===== config.mk =====
export PLATFORM = sky130hd
export DESIGN_NAME = addp_ctrl
export DESIGN_NICKNAME = d
export VERILOG_FILES = /design/src/sv/addp_pkg.sv /design/src/sv/addp_ctrl.sv
export SDC_FILE = /design/constraint.sdc
export NUM_CORES = 1
export LEC_CHECK = 0
export ABC_AREA = 1
export BUFFER_PORTS_ARGS = -buffer_cell sky130_fd_sc_hd__clkbuf_2
export CAP_MARGIN = 20
export CORE_UTILIZATION = 55
export CTS_CLUSTER_DIAMETER = 40
export CTS_CLUSTER_SIZE = 8
export DETAILED_ROUTE_END_ITERATION = 8
export GPL_TIMING_DRIVEN = 0
export PLACE_DENSITY = 0.88
export REMOVE_ABC_BUFFERS = 1
export SETUP_SLACK_MARGIN = 0.02
export SYNTH_ARGS = -nofsm -noshare
export SYNTH_HDL_FRONTEND = slang
export SYNTH_SLANG_ARGS = --single-unit

===== constraint.sdc =====
create_clock -name clk_i -period 1.82 [get_ports clk_i]
set_input_delay 0.091 -clock clk_i [delete_from_list [all_inputs] [get_ports clk_i]]
set_output_delay 0.091 -clock clk_i [all_outputs]
set_load 0.01 [all_outputs]

===== src/sv/addp_pkg.sv =====
// Shared types and constants for the access distance diversity profiler.
// No dependencies.
package addp_pkg;

  localparam int unsigned BLOCK_SHIFT = 6;
  localparam int unsigned ADDR_W      = 64;
  localparam int unsigned BLOCK_W     = ADDR_W - BLOCK_SHIFT;
  localparam int unsigned COUNT_W     = 64;
  localparam int unsigned BIN_W       = 32;
  localparam int unsigned SUM_W       = 48;
  localparam int unsigned NZ_W        = 9;
  localparam int unsigned CFG_W       = 32;
  localparam logic [CFG_W-1:0] INTERVAL_RESET = 32'd1000000;
  localparam logic [BIN_W-1:0] BIN_MAX        = '1;

  typedef enum logic [3:0] {
    ST_CLEAR,
    ST_IDLE,
    ST_DECIDE,
    ST_UPD,
    ST_DRAIN,
    ST_PUSH,
    ST_RPT_INIT,
    ST_RPT_SCAN,
    ST_RPT_DRAIN,
    ST_RPT_SUM,
    ST_RPT_OUT
  } state_e;

  typedef struct packed {
    logic in_take;    // latch the accepted word
    logic upd_issue;  // read one history entry into the update pipe
    logic hist_wr;    // push the block into the history ring
    logic clr_wr;     // zero the bin at the table index
    logic scan_issue; // read the bin at the table index for the report
    logic acc_clr;    // clear report accumulators
    logic sum_step;   // add the largest kept bin and shift the list
    logic out_load;   // load the output register
  } cmd_t;

  typedef struct packed {
    logic is_mem;
    logic rpt;
    logic pipe_busy;
  } status_t;

endpackage


===== src/sv/addp_ctrl.sv =====
// Controller: sequences updates, history pushes, clearing and reports.
// Depends on addp_pkg.
module addp_ctrl #(
  parameter int unsigned TABLE_SIZE    = 256,
  parameter int unsigned HISTORY_DEPTH = 16,
  parameter int unsigned TOP_N         = 8,
  parameter int unsigned TW = $clog2(TABLE_SIZE),
  parameter int unsigned HW = (HISTORY_DEPTH > 1) ? $clog2(HISTORY_DEPTH) : 1
) (
  input  logic               clk_i,
  input  logic               rst_ni,
  input  logic               in_valid_i,
  output logic               in_stall_o,
  output logic               out_valid_o,
  input  logic               out_stall_i,
  input  addp_pkg::status_t  st_i,
  output addp_pkg::cmd_t     cmd_o,
  output logic [TW-1:0]      tbl_idx_o,
  output logic [HW-1:0]      hist_idx_o,
  output logic [HW-1:0]      head_o
);

  localparam int unsigned FW = $clog2(HISTORY_DEPTH + 1);
  localparam int unsigned NW = (TOP_N > 1) ? $clog2(TOP_N) : 1;

  addp_pkg::state_e state_q, state_d;
  logic [TW-1:0] tbl_idx_q;
  logic [HW-1:0] hist_idx_q, head_q;
  logic [FW-1:0] fill_q;
  logic [NW-1:0] sum_idx_q;
  logic          out_valid_q;

  logic tbl_last, hist_last, sum_last, out_free;

  assign tbl_last  = (tbl_idx_q == TW'(TABLE_SIZE - 1));
  assign hist_last = ((FW'(hist_idx_q) + FW'(1)) == fill_q);
  assign sum_last  = (sum_idx_q == NW'(TOP_N - 1));
  assign out_free  = !out_valid_q || !out_stall_i;

  always_comb begin
    state_d = state_q;
    case (state_q)
      addp_pkg::ST_CLEAR:     if (tbl_last) state_d = addp_pkg::ST_IDLE;
      addp_pkg::ST_IDLE:      if (in_valid_i) state_d = addp_pkg::ST_DECIDE;
      addp_pkg::ST_DECIDE: begin
        if (st_i.is_mem) begin
          state_d = (fill_q == '0) ? addp_pkg::ST_PUSH : addp_pkg::ST_UPD;
        end else begin
          state_d = st_i.rpt ? addp_pkg::ST_RPT_INIT : addp_pkg::ST_IDLE;
        end
      end
      addp_pkg::ST_UPD:       if (hist_last) state_d = addp_pkg::ST_DRAIN;
      addp_pkg::ST_DRAIN:     if (!st_i.pipe_busy) state_d = addp_pkg::ST_PUSH;
      addp_pkg::ST_PUSH: begin
        state_d = st_i.rpt ? addp_pkg::ST_RPT_INIT : addp_pkg::ST_IDLE;
      end
      addp_pkg::ST_RPT_INIT:  state_d = addp_pkg::ST_RPT_SCAN;
      addp_pkg::ST_RPT_SCAN:  if (tbl_last) state_d = addp_pkg::ST_RPT_DRAIN;
      addp_pkg::ST_RPT_DRAIN: state_d = addp_pkg::ST_RPT_SUM;
      addp_pkg::ST_RPT_SUM:   if (sum_last) state_d = addp_pkg::ST_RPT_OUT;
      addp_pkg::ST_RPT_OUT:   if (out_free) state_d = addp_pkg::ST_IDLE;
      default:                state_d = addp_pkg::ST_IDLE;
    endcase
  end

  always_comb begin
    cmd_o      = '0;
    in_stall_o = 1'b1;
    case (state_q)
      addp_pkg::ST_CLEAR:     cmd_o.clr_wr = 1'b1;
      addp_pkg::ST_IDLE: begin
        in_stall_o    = 1'b0;
        cmd_o.in_take = in_valid_i;
      end
      addp_pkg::ST_UPD:       cmd_o.upd_issue = 1'b1;
      addp_pkg::ST_PUSH:      cmd_o.hist_wr = 1'b1;
      addp_pkg::ST_RPT_INIT:  cmd_o.acc_clr = 1'b1;
      addp_pkg::ST_RPT_SCAN: begin
        cmd_o.scan_issue = 1'b1;
        cmd_o.clr_wr     = 1'b1;
      end
      addp_pkg::ST_RPT_SUM:   cmd_o.sum_step = 1'b1;
      addp_pkg::ST_RPT_OUT:   cmd_o.out_load = out_free;
      default: begin
        cmd_o      = '0;
        in_stall_o = 1'b1;
      end
    endcase
  end

  always_ff @(posedge clk_i or negedge rst_ni) begin
    if (!rst_ni) begin
      state_q     <= addp_pkg::ST_CLEAR;
      tbl_idx_q   <= '0;
      hist_idx_q  <= '0;
      head_q      <= '0;
      fill_q      <= '0;
      sum_idx_q   <= '0;
      out_valid_q <= 1'b0;
    end else begin
      state_q <= state_d;
      if (state_q == addp_pkg::ST_CLEAR || state_q == addp_pkg::ST_RPT_SCAN) begin
        tbl_idx_q <= tbl_last ? '0 : tbl_idx_q + TW'(1);
      end
      if (state_q == addp_pkg::ST_UPD) begin
        hist_idx_q <= hist_last ? '0 : hist_idx_q + HW'(1);
      end
      if (state_q == addp_pkg::ST_RPT_SUM) begin
        sum_idx_q <= sum_last ? '0 : sum_idx_q + NW'(1);
      end
      if (state_q == addp_pkg::ST_PUSH) begin
        head_q <= (head_q == HW'(HISTORY_DEPTH - 1)) ? '0 : head_q + HW'(1);
        if (fill_q != FW'(HISTORY_DEPTH)) begin
          fill_q <= fill_q + FW'(1);
        end
      end
      if (cmd_o.out_load) begin
        out_valid_q <= 1'b1;
      end else if (!out_stall_i) begin
        out_valid_q <= 1'b0;
      end
    end
  end

  assign tbl_idx_o   = tbl_idx_q;
  assign hist_idx_o  = hist_idx_q;
  assign head_o      = head_q;
  assign out_valid_o = out_valid_q;

endmodule


==> run summary <==
CP max FO: 5
Slew at the pin closest to its max-slew limit: 706 ps
Final setup viols: 0
P_int: 1680 uW
H-tree depth: 2
Worst setup margin: 132 ps
TritonCTS clock tree: done
Reg-to-reg critical path startpoint: hist_idx_o[0]$_DFFE_PN0P_
Status: finished, final reports clean
CP Class: reg2out
PwrDens: 1520 mW/mm^2
Worst EP arrival: 1600 ps
Share of layout cells above drive strength 1: 25.9%
CP Launch Type: register
Largest area contributor in the netlist: dfrtp_1
Worst path max stage delay: 440 ps
Lkg Pwr: 0.00113 uW
GR Util All Layers: 23.7%
Peak supply drop: 0.000792 V
Initial Util: 58.2%
Finished layout cell area: 0.00211 sq mm
Cell variety after synth: 28
Core area: 0.00308 sq mm
Die Area: 0.00349 sq mm
Clock power frac: 12.7%
Maximum Capacitance Violations: 0
Number of global-route vias before repair: 1441
CTS clk-pin slew, worst paths: 80 ps
Sequential-to-total area share from yosys stat: 40.5%
Drc violations: 0
Most instantiated library cell after synthesis: nand2_1
Detailed placement HPWL: 2650 um
Internal reg-to-reg setup slack: 180 ps
Clk root buf: clkbuf_4
Via count: 1616
Total grt overflow: 0
Sw frac: 47.4%
Final worst path period share: 92.8%
Required time worst endpoint: 1730 ps
Clock tree buffer depth: 2
Ports: 33
Sink Count: 29
Layout Cells excl Fill: 322
Comb pwr share: 51.2%
Number of synthesized flops with an enable pin: 0
Buf+Inv Stages, Crit Path: 2
Hold Startpoint: st_i[1]
Critical path's top delay family: simple AND/OR/NAND/NOR gates
Largest net degree at the start of global routing: 30
Die span in y: 59.1 um
Final ANT Viol Nets: 0
Rows: 20
Die width: 59.1 um
1st-iter DRT viols: 86
Gpl congestion: 0.850
Min Tclk post-route: 1690 ps
CTS buffer count: 5
Setup Total Neg Slack: 0 ps
Final Hold Vio Count: 0
Post-DR vias/cell: 5.02
Final WL: 3640 um
Fraction of registers with async set/reset: 100%
Unrepaired setup endpoints after global routing: false
Worst R2R Path Depth: 10
P_sw: 1520 uW
Setup slack at placement: 105 ps
Flops & latches, synth: 29
Initial antenna violation count: 0
Layout Utilization: 68.4%
Post-synth top area share: 40.5%
Hold path depth: 4
Routed len/inst: 11.3 um
Worst slew margin: 52.9%
CP Capture Type: output pin
Sequential power share: 36.1%
Synth area leaders: dfrtp_1 41%, nand2_1 14%, inv_1 5.9%
Post-synthesis cell count: 234
Top_reg_cell synth: dfrtp_1
Mapped Area: 0.00179 sq mm
Clk Latency, worst-skew pair: 340 ps
Placed cells: 309
Top post-synthesis cells by count: 66 x nand2_1, 29 x dfrtp_1, 28 x inv_1
Final Max Tran Viols: 0
Fmax: 0.592 GHz
DR pass1 iterations: 4
Antenna cell count: 0
Clock Skews: 9.59 ps
Number of port buffers: 32
FF-to-FF End: state_q[0]$_DFFE_PN0P_
First-pass GRT wire length: 5980 um
Area growth syn-to-layout: 17.6%
Area after DPL: 0.00200 sq mm
CP max-delay cell: dfrtp_1
Worst Hold End: state_q[0]$_DFFE_PN0P_
Final nets: 292
Crit-path cells: nor2_1, inv_1, nor3_4, clkbuf_2
Min-delay worst type: in2reg
Syn avg cell area: 7.65 sq um
Ys Warns: 0
==> cell families (layout without fill, tap and decap cells) <==
| kind of cell | Yosys count | in the layout | synth area share (%) |
|---|---|---|---|
| simple gates | 131 | 131 | 35.6 |
| buf+inv | 36 | 80 | 7.76 |
| compound gates | 23 | 23 | 7.27 |
| flops | 29 | 29 | 40.5 |
| fa+ha+maj | 7 | 7 | 4.89 |
| xor+xnor | 8 | 8 | 3.91 |
==> final cells by class <==
class / count / area, sq um
inverter: 35 / 131
timing repair buffer: 38 / 210
multi-input combinational: 169 / 926
sequential: 29 / 728
clock buffer: 7 / 55.1
tap: 44 / 55.1
fill: 281 / 972
==> stage by stage <==
stage | hold slack [ps] | power (uW)
final | 161 | 3190
after detailed placement | 179 | 2730
after floorplan | -205 | 2280
after global placement | 180 | 2670
after global routing | 169 | 3510
after CTS | 156 | 3150
==> worst min-delay path, stage by stage <==
cell      delay, ps
clkbuf_2        120
o211ai_1        110
nand3_1          80
nand2_1          50
==> sequential cells by signal, indices dropped and copies added (netlist names) <==
| name | count |
|---|---|
| tbl_idx_o | 8 |
| fill_q | 5 |
| head_o | 4 |
| hist_idx_o | 4 |
| state_q | 4 |
| sum_idx_q | 3 |
| out_valid_o | 1 |
==> layout by cell type, fill, tap and decap left out, types with 4 or more instances in the layout <==
| master | n |
|---|---|
| nand4_1 | 4 |
| inv_2 | 7 |
| inv_1 | 28 |
| ha_1 | 7 |
| clkbuf_4 | 5 |
| xor2_1 | 6 |
| a21oi_1 | 6 |
| buf_4 | 4 |
| dfrtp_1 | 27 |
| o21ai_0 | 8 |
| nand2_1 | 66 |
| clkbuf_2 | 32 |
| nand3_1 | 17 |
| nor2_1 | 22 |
| nand2_2 | 6 |
==> worst max path at each step <==
stage | slack (ps) | cells after the start | from | to
4_1_cts | 80 | 10 | hist_idx_o[0]$_DFFE_PN0P_ | state_q[0]$_DFFE_PN0P_
6_report | 130 | 4 | state_q[3]$_DFFE_PN0P_ | cmd_o[6]
2_1_floorplan | 260 | 10 | hist_idx_o[0]$_DFFE_PN0P_ | state_q[1]$_DFFE_PN0P_
3_5_place_dp | 100 | 10 | hist_idx_o[0]$_DFFE_PN0P_ | state_q[0]$_DFFE_PN0P_
3_3_place_gp | 140 | 10 | hist_idx_o[0]$_DFFE_PN0P_ | state_q[0]$_DFFE_PN0P_
5_1_grt | 2 | 10 | hist_idx_o[0]$_DFFE_PN0P_ | state_q[2]$_DFFE_PN0P_
==> per-layer routing <==
layer	track usage (%)	share of wire [%]	vias to the layer above
met2	39.6	49	39
met1	27.0	43	734
met3	7.64	4.4	12
met5	0	0	-
met4	12.6	2.7	0
li1	-	-	831
==> power by group through the flow <==
stage / clock [uW] / sequential [uW] / combinational, uW
3_3_place_gp: 0 / 1160 / 1510
3_5_place_dp: 0 / 1170 / 1560
5_1_grt: 451 / 1190 / 1860
6_report: 405 / 1150 / 1640
2_1_floorplan: 0 / 1170 / 1110
4_1_cts: 415 / 1160 / 1570
==> what timing repair did <==
| action | CTS | global route |
|---|---|---|
| setup endpoints to repair | 0 | 8 |
| buffers inserted | 0 | 4 |
| hold buffers | 2 | 0 |
| hold endpoints to repair | 30 | 0 |
| resized for setup | 0 | 2 |
Note: power is estimated with default switching activity, not from simulation.
